**config.mk**
```make
export PLATFORM = sky130hd
export DESIGN_NAME = adc_round_robin_scan_sequencer_unit
export DESIGN_NICKNAME = d
export VERILOG_FILES = /design/src/adcrr_pkg.sv /design/src/adc_round_robin_scan_sequencer_unit.sv
export SDC_FILE = /design/constraint.sdc
export NUM_CORES = 1
export LEC_CHECK = 0
export BUFFER_PORTS_ARGS = -buffer_cell sky130_fd_sc_hd__clkbuf_2
export CAP_MARGIN = 0
export CORE_MARGIN = 8
export CORE_UTILIZATION = 45
export CTS_BUF_LIST = sky130_fd_sc_hd__clkbuf_4
export CTS_CLUSTER_SIZE = 24
export DETAILED_ROUTE_END_ITERATION = 10
export PLACE_DENSITY = 0.75
export SLEW_MARGIN = 25
export SYNTH_ARGS = -nofsm -noshare
export SYNTH_HDL_FRONTEND = slang
export SYNTH_SLANG_ARGS = --single-unit
```
**constraint.sdc**
```tcl
create_clock -name clk -period 5.5 [get_ports clk]
set_input_delay 0.55 -clock clk [delete_from_list [all_inputs] [get_ports clk]]
set_output_delay 0.55 -clock clk [all_outputs]
set_load 0.01 [all_outputs]
```
**src/adcrr_pkg.sv**
```systemverilog
`timescale 1ns / 1ps
// ----------------------------------------------------------------------------
// adcrr_pkg
// Shared types and codes for the round-robin ADC scan sequencer.
// ----------------------------------------------------------------------------
package adcrr_pkg;

  // sequencer phase codes (code 3 is unused and runs as select)
  localparam logic [1:0] PH_SELECT = 2'd0;
  localparam logic [1:0] PH_ACQ    = 2'd1;
  localparam logic [1:0] PH_CONV   = 2'd2;

  // register indexes on the APB port
  localparam logic [1:0] REG_CHANNEL_COUNT = 2'd0;
  localparam logic [1:0] REG_CHANNEL_MAP   = 2'd1;
  localparam logic [1:0] REG_ACQ_TICKS     = 2'd2;

  localparam logic [7:0] ACQ_TICKS_RST = 8'd1;
  localparam logic [7:0] TICK_MAX      = 8'hFF;

  // one result beat
  typedef struct packed {
    logic [3:0] channel_select;
    logic       channel_set;
    logic       start_conversion;
    logic       sample_stored;
    logic [2:0] stored_index;
    logic [7:0] read_data;
  } res_t;

endpackage

```
**src/adc_round_robin_scan_sequencer_unit.sv**
```systemverilog
`timescale 1ns / 1ps
// ----------------------------------------------------------------------------
// adc_round_robin_scan_sequencer_unit
// Round-robin ADC scan sequencer: select, acquire and convert phases per
// scan entry, with a small sample store read back by read items.
// ----------------------------------------------------------------------------
// A result beat is registered in the output register, or in the skid register
// while the output beat is held. Throughput: one beat per cycle while in_stall
//   is low; phase, index and tick counter update in a single pass at accept,
//   and an output register plus a skid register decouple the two channels.
// Reset (rst_n, synchronous): phase select, index 0, tick count 0, sample
//   store all zero, channel_count 0, channel_map 0, acq_ticks 1.
module adc_round_robin_scan_sequencer_unit #(
  parameter int MAX_CHANNELS = 8
) (
  input  logic        clk,
  input  logic        rst_n,
  // APB configuration port
  input  logic        psel,
  input  logic        penable,
  input  logic        pwrite,
  input  logic [3:0]  paddr,
  input  logic [31:0] pwdata,
  output logic [31:0] prdata,
  output logic        pready,
  // input channel
  input  logic        in_valid,
  output logic        in_stall,
  input  logic        in_mode,
  input  logic        in_tick_pulse,
  input  logic        in_conv_busy,
  input  logic [7:0]  in_adc_high,
  input  logic [2:0]  in_read_index,
  // result channel
  output logic        out_valid,
  input  logic        out_stall,
  output logic [3:0]  out_channel_select,
  output logic        out_channel_set,
  output logic        out_start_conversion,
  output logic        out_sample_stored,
  output logic [2:0]  out_stored_index,
  output logic [7:0]  out_read_data
);

  localparam int IDX_W = (MAX_CHANNELS > 1) ? $clog2(MAX_CHANNELS) : 1;
  localparam logic [4:0] MAX_CNT = 5'(MAX_CHANNELS);

  // configuration
  logic [3:0]  channel_count_r;
  logic [31:0] channel_map_r;
  logic [7:0]  acq_ticks_r;
  logic        cfg_wr;

  // sequencer state
  logic [1:0]       phase_r, phase_nxt;
  logic [IDX_W-1:0] cur_idx_r, cur_idx_nxt;
  logic [7:0]       tick_cnt_r, tick_cnt_nxt;
  logic [3:0]       mux_r, mux_nxt;
  logic [7:0]       store_r [MAX_CHANNELS];

  // output stage
  logic             out_valid_r;
  adcrr_pkg::res_t  out_r;
  logic             skid_vld_r;
  adcrr_pkg::res_t  skid_r;

  logic             acc_in;
  logic             out_free;
  adcrr_pkg::res_t  res;
  logic             store_wr;

  logic [4:0]       count;
  logic [IDX_W-1:0] ci;
  logic [4:0]       ci_ext;
  logic [IDX_W-1:0] ci_inc;
  logic [4:0]       ci_inc_ext;
  logic [7:0]       tick_inc;
  logic [4:0]       ridx_ext;

  assign pready = 1'b1;
  assign cfg_wr = psel && penable && pwrite;

  always_comb begin
    prdata = '0;
    unique case (paddr[3:2])
      adcrr_pkg::REG_CHANNEL_COUNT: prdata = {28'd0, channel_count_r};
      adcrr_pkg::REG_CHANNEL_MAP:   prdata = channel_map_r;
      adcrr_pkg::REG_ACQ_TICKS:     prdata = {24'd0, acq_ticks_r};
      default:                      prdata = '0;
    endcase
  end

  always_ff @(posedge clk) begin
    if (!rst_n) begin
      channel_count_r <= '0;
      channel_map_r   <= '0;
      acq_ticks_r     <= adcrr_pkg::ACQ_TICKS_RST;
    end else if (cfg_wr) begin
      unique case (paddr[3:2])
        adcrr_pkg::REG_CHANNEL_COUNT: channel_count_r <= pwdata[3:0];
        adcrr_pkg::REG_CHANNEL_MAP:   channel_map_r   <= pwdata;
        adcrr_pkg::REG_ACQ_TICKS:     acq_ticks_r     <= pwdata[7:0];
        default: ;
      endcase
    end
  end

  // handshake
  assign in_stall = skid_vld_r;
  assign acc_in   = in_valid && !in_stall;
  assign out_free = !out_valid_r || !out_stall;

  // single-pass sequencer step
  always_comb begin
    count = ({1'b0, channel_count_r} > MAX_CNT) ? MAX_CNT : {1'b0, channel_count_r};
    ci    = (5'(cur_idx_r) >= count) ? '0 : cur_idx_r;
    ci_ext     = 5'(ci);
    ci_inc     = ci + 1'b1;
    ci_inc_ext = ci_ext + 5'd1;
    tick_inc   = (in_tick_pulse && tick_cnt_r != adcrr_pkg::TICK_MAX) ?
                 tick_cnt_r + 8'd1 : tick_cnt_r;
    ridx_ext   = 5'(in_read_index);

    phase_nxt    = phase_r;
    cur_idx_nxt  = cur_idx_r;
    tick_cnt_nxt = tick_cnt_r;
    mux_nxt      = mux_r;
    store_wr     = 1'b0;

    res                  = '0;
    res.stored_index     = 3'(cur_idx_r);

    if (in_mode) begin
      if (ridx_ext < count && ridx_ext < MAX_CNT) begin
        res.read_data = store_r[ridx_ext[IDX_W-1:0]];
      end
    end else if (count != 5'd0) begin
      cur_idx_nxt      = ci;
      res.stored_index = ci_ext[2:0];
      case (phase_r)
        adcrr_pkg::PH_ACQ: begin
          tick_cnt_nxt = tick_inc;
          if (tick_inc >= acq_ticks_r) begin
            res.start_conversion = 1'b1;
            phase_nxt            = adcrr_pkg::PH_CONV;
          end
        end
        adcrr_pkg::PH_CONV: begin
          tick_cnt_nxt = tick_inc;
          if (!in_conv_busy) begin
            store_wr          = 1'b1;
            res.sample_stored = 1'b1;
            cur_idx_nxt       = (ci_inc_ext >= count) ? '0 : ci_inc;
            phase_nxt         = adcrr_pkg::PH_SELECT;
          end
        end
        default: begin
          // select (and the unused code)
          mux_nxt         = (ci_ext >= 5'd8) ? 4'd0 : channel_map_r[ci_ext[2:0]*4 +: 4];
          res.channel_set = 1'b1;
          tick_cnt_nxt    = '0;
          phase_nxt       = adcrr_pkg::PH_ACQ;
        end
      endcase
    end
    res.channel_select = mux_nxt;
  end

  always_ff @(posedge clk) begin
    if (!rst_n) begin
      phase_r    <= adcrr_pkg::PH_SELECT;
      cur_idx_r  <= '0;
      tick_cnt_r <= '0;
      mux_r      <= '0;
      for (int i = 0; i < MAX_CHANNELS; i++) begin
        store_r[i] <= '0;
      end
    end else if (acc_in) begin
      phase_r    <= phase_nxt;
      cur_idx_r  <= cur_idx_nxt;
      tick_cnt_r <= tick_cnt_nxt;
      mux_r      <= mux_nxt;
      if (store_wr) begin
        store_r[ci] <= in_adc_high;
      end
    end
  end

  // output register with skid: a new beat lands in the skid only while the
  // output beat is held
  always_ff @(posedge clk) begin
    if (!rst_n) begin
      out_valid_r <= 1'b0;
      skid_vld_r  <= 1'b0;
    end else if (out_free) begin
      out_valid_r <= skid_vld_r || acc_in;
      skid_vld_r  <= 1'b0;
    end else if (acc_in) begin
      skid_vld_r  <= 1'b1;
    end
  end

  always_ff @(posedge clk) begin
    if (out_free) begin
      out_r <= skid_vld_r ? skid_r : res;
    end
    if (!out_free && acc_in) begin
      skid_r <= res;
    end
  end

  assign out_valid            = out_valid_r;
  assign out_channel_select   = out_r.channel_select;
  assign out_channel_set      = out_r.channel_set;
  assign out_start_conversion = out_r.start_conversion;
  assign out_sample_stored    = out_r.sample_stored;
  assign out_stored_index     = out_r.stored_index;
  assign out_read_data        = out_r.read_data;

  // assertions
  a_skid_behind_out: assert property (@(posedge clk) disable iff (!rst_n)
    skid_vld_r |-> out_valid_r)
    else $error("skid holds a beat while the output register is empty");

  a_start_to_conv: assert property (@(posedge clk) disable iff (!rst_n)
    acc_in && res.start_conversion |=> phase_r == adcrr_pkg::PH_CONV)
    else $error("conversion start did not move to convert phase");

  a_set_to_acq: assert property (@(posedge clk) disable iff (!rst_n)
    acc_in && res.channel_set |=> phase_r == adcrr_pkg::PH_ACQ && tick_cnt_r == 8'd0)
    else $error("channel select did not enter acquire with cleared ticks");

  a_store_to_select: assert property (@(posedge clk) disable iff (!rst_n)
    acc_in && res.sample_stored |=> phase_r == adcrr_pkg::PH_SELECT)
    else $error("stored sample did not return to select phase");

  a_step_one_flag: assert property (@(posedge clk) disable iff (!rst_n)
    acc_in |-> $onehot0({res.channel_set, res.start_conversion, res.sample_stored}))
    else $error("more than one phase flag in one beat");

endmodule
```
==> results.md, run 1 <==
- Ports: 110
- Normalized max-slew margin: roughly two fifths
- Status: finished clean
- Num Clock Sinks: between 150 and 200
- DRT iter0 DRCs: about 430
- Max Root-Sink Buffers: 2
- Post-route DRC: 0
- Power Total: between 2 and 2.5 mW
- Sequential power share: 60.5%
- Setup_tns: 0 ns
- Area delta synth->final: 11.9%
- Setup Buffers After CTS: 0
- Net switching power: 0.547 mW
- Leak: between 3 and 4 nW
- Netlist cell types: between 60 and 70
- Tcrit/Tclk final: a little over two thirds
- Initial antenna violation count: 1
- Post-cts sizing count: 0
- Net Sw Frac: about a quarter
- GP Congestion: around 0.9
- Layout cells sized above 1: between 20% and 30%
- Nets@finish: 922
- Yosys warning count: 0
- Hold buffer count at CTS: 0
- PwrDens: about 240 mW/mm^2
- Top-count cell post-synth: nand2_1
- CP required: between 5 and 6 ns
- Worst Tran Pin Value: approximately 0.9 ns
- DR pass1 iterations: 5
- Clk pwr share: about a third
- Clk Latency, worst-skew pair: about 0.56 ns
- Startpoint type of the worst setup path: flop
- Sequential area share after synthesis: 52.5%
- CP Data Arrival Time: between 4 and 5 ns
- CTS tree: yes
- Vias: a little under 6,000
- First-pass GRT wire length: about 30,000 um
- Minimum clock period: between 3 and 4 ns
- Area occupied by multi-input gates: 0.00359 mm^2
- Post-DP Area: roughly 0.0088 mm^2
- Yosys top cell by area: edfxtp_1
- Vias in the first global route: roughly 5,700
- Die X-Extent: about 150 um
- DR WL/cell: approximately 17 um
- #FFs+latches synth: 163
- WS Path Type: flop to flop
- Final Skew: approximately 0.019 ns
- Max-slew violation count: 0
- Maximum clock rate: around 0.26 GHz
- Post-Route WL: roughly 18,000 um
- Synth Area per Inst: ~11 um^2
- Post-Syn Instances: around 750
- Fill cells: approximately 1,600
- Post-synth net total: about 830
- Initial Util: a little under half
- Placement Rows: between 40 and 50
- Commonest cells in the netlist: nand2_1, edfxtp_1, and2_1
- Setup Viol. Count Final: 0
- Main area contributors after synthesis: edfxtp_1, dfxtp_1, and2_1, nand2_1, mux2i_1
- Storage element area: between 0.004 and 0.005 mm^2
- Post-route ant nets: 0
- Largest net degree at the start of global routing: 51
- Crit path max fanout: 22
- Detail Placement HPWL: approximately 13,000 um
- HP Class: input pin to flop
- Critical Path Sink Type: flop
- Die footprint: 0.0226 mm^2
- RSZ-0062 raised after global routing: false
- Combinational power share: 7.2%
- Peak supply drop: 129 uV
- Post-layout util: approximately half
- Gr ovfl total: 0
- MaxCap Viol Count: 0
- Clk root buf: clkbuf_4
- Clock slew at reported path FFs: around 0.14 ns
- Via/cell ratio: about 5.4
- Buffers on Ports: ~110
- Final Cell Area: roughly 0.0091 mm^2
- EDFF count, synth: 100
- CTS buffer count: 17
- Final hold vios: 0
- Mapped Area: approximately 0.0081 mm^2
- Area of the core: 0.0178 mm^2
- Area fraction of the dominant cell type after synthesis: approximately 37%
- Die outline height: 150 um
- # H-tree levels: 4
- Power Internal: ~1.7 mW
- Ys async rst share: 0%
- Synth Flop Type: edfxtp_1
- Overall Global Routing Usage: ~17%
==> state kept, by name, summed over array words and instances (netlist names), 4 cells and up <==
| signal | count |
|---|---|
| tick_cnt_r | 8 |
| channel_map_r | 32 |
| skid_r | 18 |
| acq_ticks_r | 8 |
| channel_count_r | 4 |
| mux_r | 4 |
| store_r | 64 |
| out_channel_select | 4 |
| out_read_data | 8 |
==> layout make-up <==
type | count | area share, %
repair buffers | 114 | 6.50
multi-input cells | 530 | 39.5
inverters | 18 | 0.744
flip-flops and latches | 163 | 46.9
diodes | 1 | 0.0275
well taps | 229 | 3.15
clock buffers | 18 | 1.49
clock inverters | 14 | 1.68
==> through the flow <==
stage / hold slack [ns] / std cells / setup slack (ns)
floorplan: 0.444 / 754 / 2.23
global placement: 0.451 / 1054 / 1.65
detailed placement: 0.460 / 1054 / 1.67
CTS: 0.149 / 1086 / 1.64
global route: 0.153 / 1087 / 1.29
finish: 0.196 / 1087 / 1.61
==> layout by cell type, fill, tap and decap left out, drive strengths merged, types with 14 or more instances in the layout <==
cell type	synthesis	routed
dfxtp	63	63
inv	16	21
a21oi	56	56
nand2	106	106
mux4	16	16
edfxtp	100	100
nor2	50	50
o21ai	23	23
and2	81	81
mux2i	37	37
ha	21	21
clkbuf	28	124
o31ai	14	14
==> critical path, cell delays in order, from the launching register on <==
cell      delay [ns]
dfxtp_1         0.33
buf_4           0.34
clkinv_1        0.37
ha_1            0.38
nand2b_1        0.18
a211oi_2        0.44
nor2_1          0.28
nor2_1          0.22
ha_1            0.29
ha_1            0.28
a211oi_1        0.21
o21ai_0         0.19
o32ai_1         0.29
==> logic make-up after synthesis <==
| family | after synthesis | synth area share, % |
|---|---|---|
| other | 1 | 0.0462 |
| and+or+nand+nor | 308 | 20.0 |
| xor gates and xnor gates | 5 | 0.539 |
| adders and majority gates | 21 | 3.24 |
| buffers and inverters | 61 | 3.37 |
| DFF | 163 | 52.5 |
| AOI/OAI and AO/OA | 138 | 10.8 |
| muxes | 57 | 9.55 |
==> layer usage <==
| metal | routed length (um) | GRT usage (%) |
|---|---|---|
| met4 | 303 | 6.05 |
| met2 | 8300 | 25.9 |
| met1 | 8430 | 21.9 |
| met5 | 0 | 0 |
| met3 | 1200 | 4.18 |
==> power by group through the flow <==
stage	combinational, mW	clock (mW)	sequential (mW)
finish	0.160	0.716	1.34
CTS	0.162	0.736	1.34
detailed placement	0.161	0	1.37
floorplan	0.0941	0	1.37
global placement	0.158	0	1.37
global route	0.177	0.781	1.35
==> path summary, 6_finish.rpt <==
| path | from | endpoint | slack [ns] | cells past startpoint |
|---|---|---|---|---|
| worst max-delay path | cur_idx_r[0] | cur_idx_r[2] | 1.61 | 12 |
| worst min-delay path | pwdata[14] | channel_map_r[14] | 0.20 | 3 |
| worst max register to register | cur_idx_r[0] | cur_idx_r[2] | 1.61 | 12 |
| worst min register to register | channel_map_r[16] | channel_map_r[16] | 0.48 | 2 |
(Power assumes the default switching activity.)
==> run 2, diff against run 1 <==
==> constraint.sdc (replaced) <==
create_clock -name clk -period 3.6 [get_ports clk]
set_input_delay 0.36 -clock clk [delete_from_list [all_inputs] [get_ports clk]]
set_output_delay 0.36 -clock clk [all_outputs]
set_load 0.01 [all_outputs]
==> run 2 against run 1 <==
Against the previous run:
- first-iteration DRC count rose by 10%
- clock power rose by 51%
- non-clock buffer count up 38
- worst hold slack got worse by 0.14 ns
- clock-buffer cell count rose by 1
- register-to-register slack got worse by 1.3 ns
==> results.md, run 2 (same netlist as run 1, synthesis figures left out) <==
- Buffers on Ports: 106 (unchanged)
- Detail Placement HPWL: 13,600 um (+0.92%)
- Worst Tran Pin Value: 0.877 ns (-0.0244 ns)
- DR WL/cell: 16.8 um (about the same)
- Biggest register: store_r
- WS Path Type: flop to flop
- Post-cts sizing count: 0 (unchanged)
- Vias in the first global route: 5,888 (+2.7%)
- Storage element area: 0.00426 mm^2 (unchanged)
- Normalized max-slew margin: 41.4% (+2.0 points)
- CP Data Arrival Time: 3.75 ns (-0.62 ns)
- GP Congestion: 0.909 (+2.2%)
- Layout cells sized above 1: 21.6% (+0.44 points)
- Crit path max fanout: 8 (-64%)
- Placement Rows: 49 (unchanged)
- Final worst slack: 0.316 ns (-1.29 ns)
- Initial antenna violation count: 1 (unchanged)
- Maximum clock rate: 0.304 GHz (+19%)
- Clock slew at reported path FFs: 0.12 ns (-0.02 ns)
- Commonest non-fill, non-tap cells in the layout: nand2_1, clkbuf_2, edfxtp_1
- PwrDens: 361 mW/mm^2 (+48%)
- Area of the core: 0.0178 mm^2 (unchanged)
- Leak: 3.61 nW (+5.0%)
- HP Class: input pin to flop
- Post-Route WL: 18,800 um (+3.4%)
- Largest net degree at the start of global routing: 51 (unchanged)
- Via/cell ratio: 5.32 (-0.60%)
- Num Clock Sinks: 163 (unchanged)
- Tcrit/Tclk final: 91.2% (+20 points)
- Post-route ant nets: 0 (unchanged)
- Die X-Extent: 150 um (unchanged)
- Power Total: 3.41 mW (+53%)
- Setup_tns: 0 ns (unchanged)
- Gr ovfl total: 0 (unchanged)
- Max reg flops: 64 (unchanged)
- Area occupied by multi-input gates: 0.00359 mm^2 (+0.14%)
- Clk Latency, worst-skew pair: 0.57 ns (about the same)
- Fill cells: 1,553 (-4.0%)
- Post-route DRC: 0 (unchanged)
- Biggest regs: store_r x64, channel_map_r x32, skid_r x18
- Startpoint type of the worst setup path: flop
- Nets@finish: 960 (+4.1%)
- Die outline height: 150 um (unchanged)
- Max-slew violation count: 0 (unchanged)
- Max Root-Sink Buffers: 2 (unchanged)
- Minimum clock period: 3.28 ns (-0.610 ns)
- RSZ-0062 raised after global routing: false
- Area delta synth->final: 16.2%
- Pre-CTS setup slack: 0.403 ns (-1.26 ns)
- CP required: 4.06 ns (-1.92 ns)
- DRT iter0 DRCs: 475 (+10%)
- First-pass GRT wire length: 30,700 um (+3.6%)
- CTS tree: yes
- Final Skew: 0.0194 ns (+0.000550 ns)
- Critical Path Sink Type: flop
- Vias: 5,985 (+2.9%)
- CTS buffer count: 17 (unchanged)
- Die footprint: 0.0226 mm^2 (unchanged)
- Setup Viol. Count Final: 0 (unchanged)
- MaxCap Viol Count: 0 (unchanged)
- DR pass1 iterations: 6 (+1)
- Initial Util: 45.5% (unchanged)
- Final hold vios: 0 (unchanged)
- Peak supply drop: 188 uV (+46%)
- Ports: 110 (unchanged)
- Status: finished clean
- # H-tree levels: 4 (unchanged)
- Clk root buf: clkbuf_4
- Overall Global Routing Usage: 17.2% (+0.62 points)
-- run 2: cell types whose count changed in the layout (fill, tap and decap cells not counted), moves of 3 or more --
cell           delta
dlygate4sd3_1    +26
o21ai_1           -3
inv_6             -4
buf_4            +12
o21ai_0           +3
-- run 2: per-layer routing --
layer  wire length (um)  up-vias  GRT usage [%]
met2               8750      179           27.6
li1                   -     2965              -
met5                  0        -              0
met1               8560     2824           22.4
met3               1340       17           5.02
met4                195        0           4.55
-- run 2: per-stage QoR --
| step | instance area (um^2) | hold WS [ns] | std cells | utilization (%) |
|---|---|---|---|---|
| finish | 9430 | 0.0550 | 1125 | 52.9 |
| global route | 9430 | 0.0185 | 1125 | 52.9 |
| CTS | 9420 | 0.00675 | 1124 | 52.8 |
| detailed placement | 8880 | 0.459 | 1066 | 49.8 |
| global placement | 8880 | 0.452 | 1066 | 49.8 |
| floorplan | 8120 | 0.444 | 754 | - |
-- run 2: worst paths after layout --
| path | from | to | slack [ns] | cells past startpoint |
|---|---|---|---|---|
| worst max-delay path | channel_count_r[3] | cur_idx_r[0] | 0.32 | 13 |
| worst min-delay path | pwdata[28] | channel_map_r[28] | 0.06 | 3 |
| worst max register to register | channel_count_r[3] | cur_idx_r[0] | 0.32 | 13 |
| worst min register to register | channel_map_r[30] | channel_map_r[30] | 0.48 | 2 |
-- run 2: area by class of cell --
class | instances | area share [%]
multi-input cells | 530 | 38.1
clock inverters | 13 | 1.45
flip-flops and latches | 163 | 45.2
diodes | 1 | 0.0265
inverters | 18 | 0.716
repair buffers | 152 | 9.98
clock buffers | 19 | 1.51
well taps | 229 | 3.04
-- run 2: what timing repair did --
item	in CTS	in global routing
setup buffers	0	0
endpoints found under the setup margin	0	0
hold endpoints to repair	27	0
hold buffers	26	0
-- run 2: worst max-delay path: stages, from the launching register on --
cell	delay, ns
dfxtp_1	0.58
inv_1	0.16
nand2_1	0.16
ha_1	0.26
o21ai_1	0.36
nor2_1	0.11
nor2_1	0.16
ha_1	0.24
xnor2_1	0.10
ha_1	0.27
o21ai_0	0.06
o21ai_0	0.45
a21oi_1	0.08
o21a_1	0.20
-- run 2: report_power, final --
part	internal [mW]	switching [mW]	leakage, nW
Clock	0.425	0.655	0.146
Sequential	2.03	0.0196	1.52
Combinational	0.118	0.156	1.94
Total	2.58	0.830	3.61
==> run 3, diff against run 2 <==
--- a/config.mk
+++ b/config.mk
@@ -6,13 +6,13 @@
 export NUM_CORES = 1
 export LEC_CHECK = 0
 export BUFFER_PORTS_ARGS = -buffer_cell sky130_fd_sc_hd__clkbuf_2
-export CAP_MARGIN = 0
+export CAP_MARGIN = 20
 export CORE_MARGIN = 8
-export CORE_UTILIZATION = 45
+export CORE_UTILIZATION = 25
 export CTS_BUF_LIST = sky130_fd_sc_hd__clkbuf_4
 export CTS_CLUSTER_SIZE = 24
 export DETAILED_ROUTE_END_ITERATION = 10
-export PLACE_DENSITY = 0.75
+export PLACE_DENSITY = 0.51
 export SLEW_MARGIN = 25
 export SYNTH_ARGS = -nofsm -noshare
 export SYNTH_HDL_FRONTEND = slang
==> run 3 against run 2 <==
Against the previous run:
- critical endpoint unchanged
- clock power grew 16%
- cell area is 3.9% higher
- global-route usage decreased by 5.6 points
- critical path type unchanged
- core utilization is 23 points lower
- power up 5.3%
- clock-buffer cell count down 2
- final cell count up 20%
- register-to-register slack gained 0.08 ns
- via count fell by 0.47%
- combinational power up 4%
- highest routed layer unchanged
- worst hold slack lost 0.0014 ns
==> results.md, run 3 (same netlist as run 1, synthesis figures left out) <==
- Hold Path End: channel_map_r[1]
- Critical Path Sink Type: flop
- Vias: 5,957 (-0.47%)
- Pre-CTS setup slack: 0.469 ns (+0.0655 ns)
- DRT iter0 DRCs: 351 (-26%)
- Biggest register: store_r
- RSZ-0062 raised after global routing: false
- Biggest regs: store_r x64, channel_map_r x32, skid_r x18
- Final Cell Area: 0.00980 mm^2 (+3.9%)
- Maximum clock rate: 0.312 GHz (+2.6%)
- Area delta synth->final: 20.7%
- Normalized max-slew margin: 34.0% (-7.4 points)
- Nets@finish: 967 (+0.73%)
- Layout cells sized above 1: 21.5% (-0.056 points)
- Setup Buffers After CTS: 0 (unchanged)
- # H-tree levels: 4 (unchanged)
- WHS: 0.0536 ns (-0.00142 ns)
- Overall Global Routing Usage: 11.6% (-5.6 points)
- CP max stage cell: dfxtp_1
- DR pass1 iterations: 5 (-1)
- Power Total: 3.59 mW (+5.3%)
- Largest net degree at the start of global routing: 44 (-14%)
- Clk Latency, worst-skew pair: 0.59 ns (+0.02 ns)
- Worst r2r path cells: 13 (unchanged)
- Startpoint type of the worst setup path: flop
- Initial Util: 25.1% (-20 points)
- Placement Rows: 66 (+35%)
- FF-to-FF setup slack: 0.40 ns (+0.08 ns)
- Worst reg2reg path endpoint: cur_idx_r[0]
- Setup Viol. Count Final: 0 (unchanged)
- Crit path max fanout: 8 (unchanged)
- Clock slew at reported path FFs: 0.13 ns (about the same)
- Slowest Stage Delay on Critical Path: 0.58 ns (about the same)
- Crit-path cells: inv_1 > nand2_1 > ha_1 > o21ai_1 > nor2_1 > nor2_1 > ha_1 > xnor2_1 > ha_1 > o21ai_0 > o21ai_0 > a21oi_1 > o21a_1
- Via/cell ratio: 4.42 (-17%)
- Post-layout util: 30.4% (-23 points)
- CTS tree: yes
- Max Root-Sink Buffers: 2 (unchanged)
- MaxCap Viol Count: 0 (unchanged)
- CP required: 4.08 ns (+0.02 ns)
- Peak supply drop: 207 uV (+9.6%)
- Post-Route WL: 22,300 um (+18%)
- Num Clock Sinks: 163 (unchanged)
- Hold Path Origin: pwdata[1]
- Status: finished clean
- Final worst slack: 0.400 ns (+0.0844 ns)
- Clk root buf: clkbuf_4
- Die X-Extent: 196 um (+31%)
- Worst Tran Pin Value: 0.983 ns (+0.106 ns)
- CTS buffer count: 17 (unchanged)
- Detail Placement HPWL: 16,000 um (+18%)
- DR WL/cell: 16.5 um (-1.5%)
- Commonest non-fill, non-tap cells in the layout: nand2_1, clkbuf_2, edfxtp_1
- Max reg flops: 64 (unchanged)
- Post-route ant nets: 0 (unchanged)
- Minimum clock period: 3.20 ns (-0.0844 ns)
- Ports: 110 (unchanged)
- Area of the core: 0.0323 mm^2 (+81%)
- Die footprint: 0.0385 mm^2 (+70%)
- Final Skew: 0.0230 ns (+0.00357 ns)
- Leak: 3.67 nW (+1.6%)
- Hold path depth: 3 (unchanged)
- WS Path Type: flop to flop
- Max-slew violation count: 0 (unchanged)
- Cell Count, Final, Fillers Out: 1,348 (+20%)
- GP Congestion: 0.844 (-7.1%)
- Cell count after placement: 1,282 (+20%)
- Initial antenna violation count: 3 (+2)
- Post-DP Area: 0.00917 mm^2 (+3.3%)
- Gr ovfl total: 0 (unchanged)
- HP Class: input pin to flop
- Post-route DRC: 0 (unchanged)
- Setup_tns: 0 ns (unchanged)
- Tcrit/Tclk final: 88.9% (-2.3 points)
- First-pass GRT wire length: 35,000 um (+14%)
- Worst r2r src: channel_count_r[3]
- Vias in the first global route: 6,152 (+4.5%)
- Buffers on Ports: 106 (unchanged)
- CP Data Arrival Time: 3.68 ns (-0.07 ns)
- Die outline height: 196 um (+31%)
- Crit-path most repeated cell: ha_1
- Final hold vios: 0 (unchanged)
- PwrDens: 366 mW/mm^2 (+1.3%)
[run 3: cell types whose count changed in the layout (fill, tap and decap cells not counted), sizes merged]
| cell | before | now |
|---|---|---|
| diode | 1 | 4 |
| clkbuf | 125 | 123 |
| buf | 20 | 23 |
| inv | 17 | 24 |
| clkinv | 9 | 5 |
| bufinv | 2 | 3 |
| dlygate4sd3 | 26 | 30 |
| clkinvlp | 3 | 1 |
[run 3: worst max path at each step]
stage | startpoint | end
after floorplan | cur_idx_r[0] | cur_idx_r[0]
after detailed placement | channel_count_r[3] | cur_idx_r[0]
after global routing | channel_count_r[3] | cur_idx_r[1]
after CTS | channel_count_r[3] | cur_idx_r[0]
final | channel_count_r[3] | cur_idx_r[0]
after global placement | channel_count_r[3] | cur_idx_r[0]
[run 3: layout make-up]
cell class	count	area, um^2
sequential	163	4260
clock buffer	17	128
timing repair buffer	159	1000
inverter	18	67.6
antenna	4	10.0
fill	3352	22500
multi-input combinational	530	3590
tap	442	553
clock inverter	15	190
[run 3: routing by layer]
metal	share of wire (%)	GRT usage [%]	vias up	routed length, um
met4	0.93	3.12	0	206
met1	46	14.7	2842	10100
met2	49	19.8	117	10900
met3	4.7	2.64	13	1040
met5	0	0	-	0
li1	-	-	2985	-
[run 3: power breakdown]
part	internal [mW]	leakage (nW)	switching (mW)
sequential	2.03	1.52	0.0200
combinational	0.121	1.98	0.165
clock	0.503	0.170	0.746
total	2.66	3.67	0.931
[run 3: repair_timing]
action | in CTS | in global routing
hold buffers | 30 | 0
hold endpoints to repair | 30 | 0
resized for setup | 0 | 0
[run 3: worst max-delay path, delay by kind of cell, from the launching register on]
kind	cells	cell delay (ns)
and+or+nand+nor	3	0.42
DFF	1	0.58
adders and majority gates	3	0.79
buffers and inverters	1	0.16
AOI/OAI and AO/OA	5	1.06
xor gates and xnor gates	1	0.10
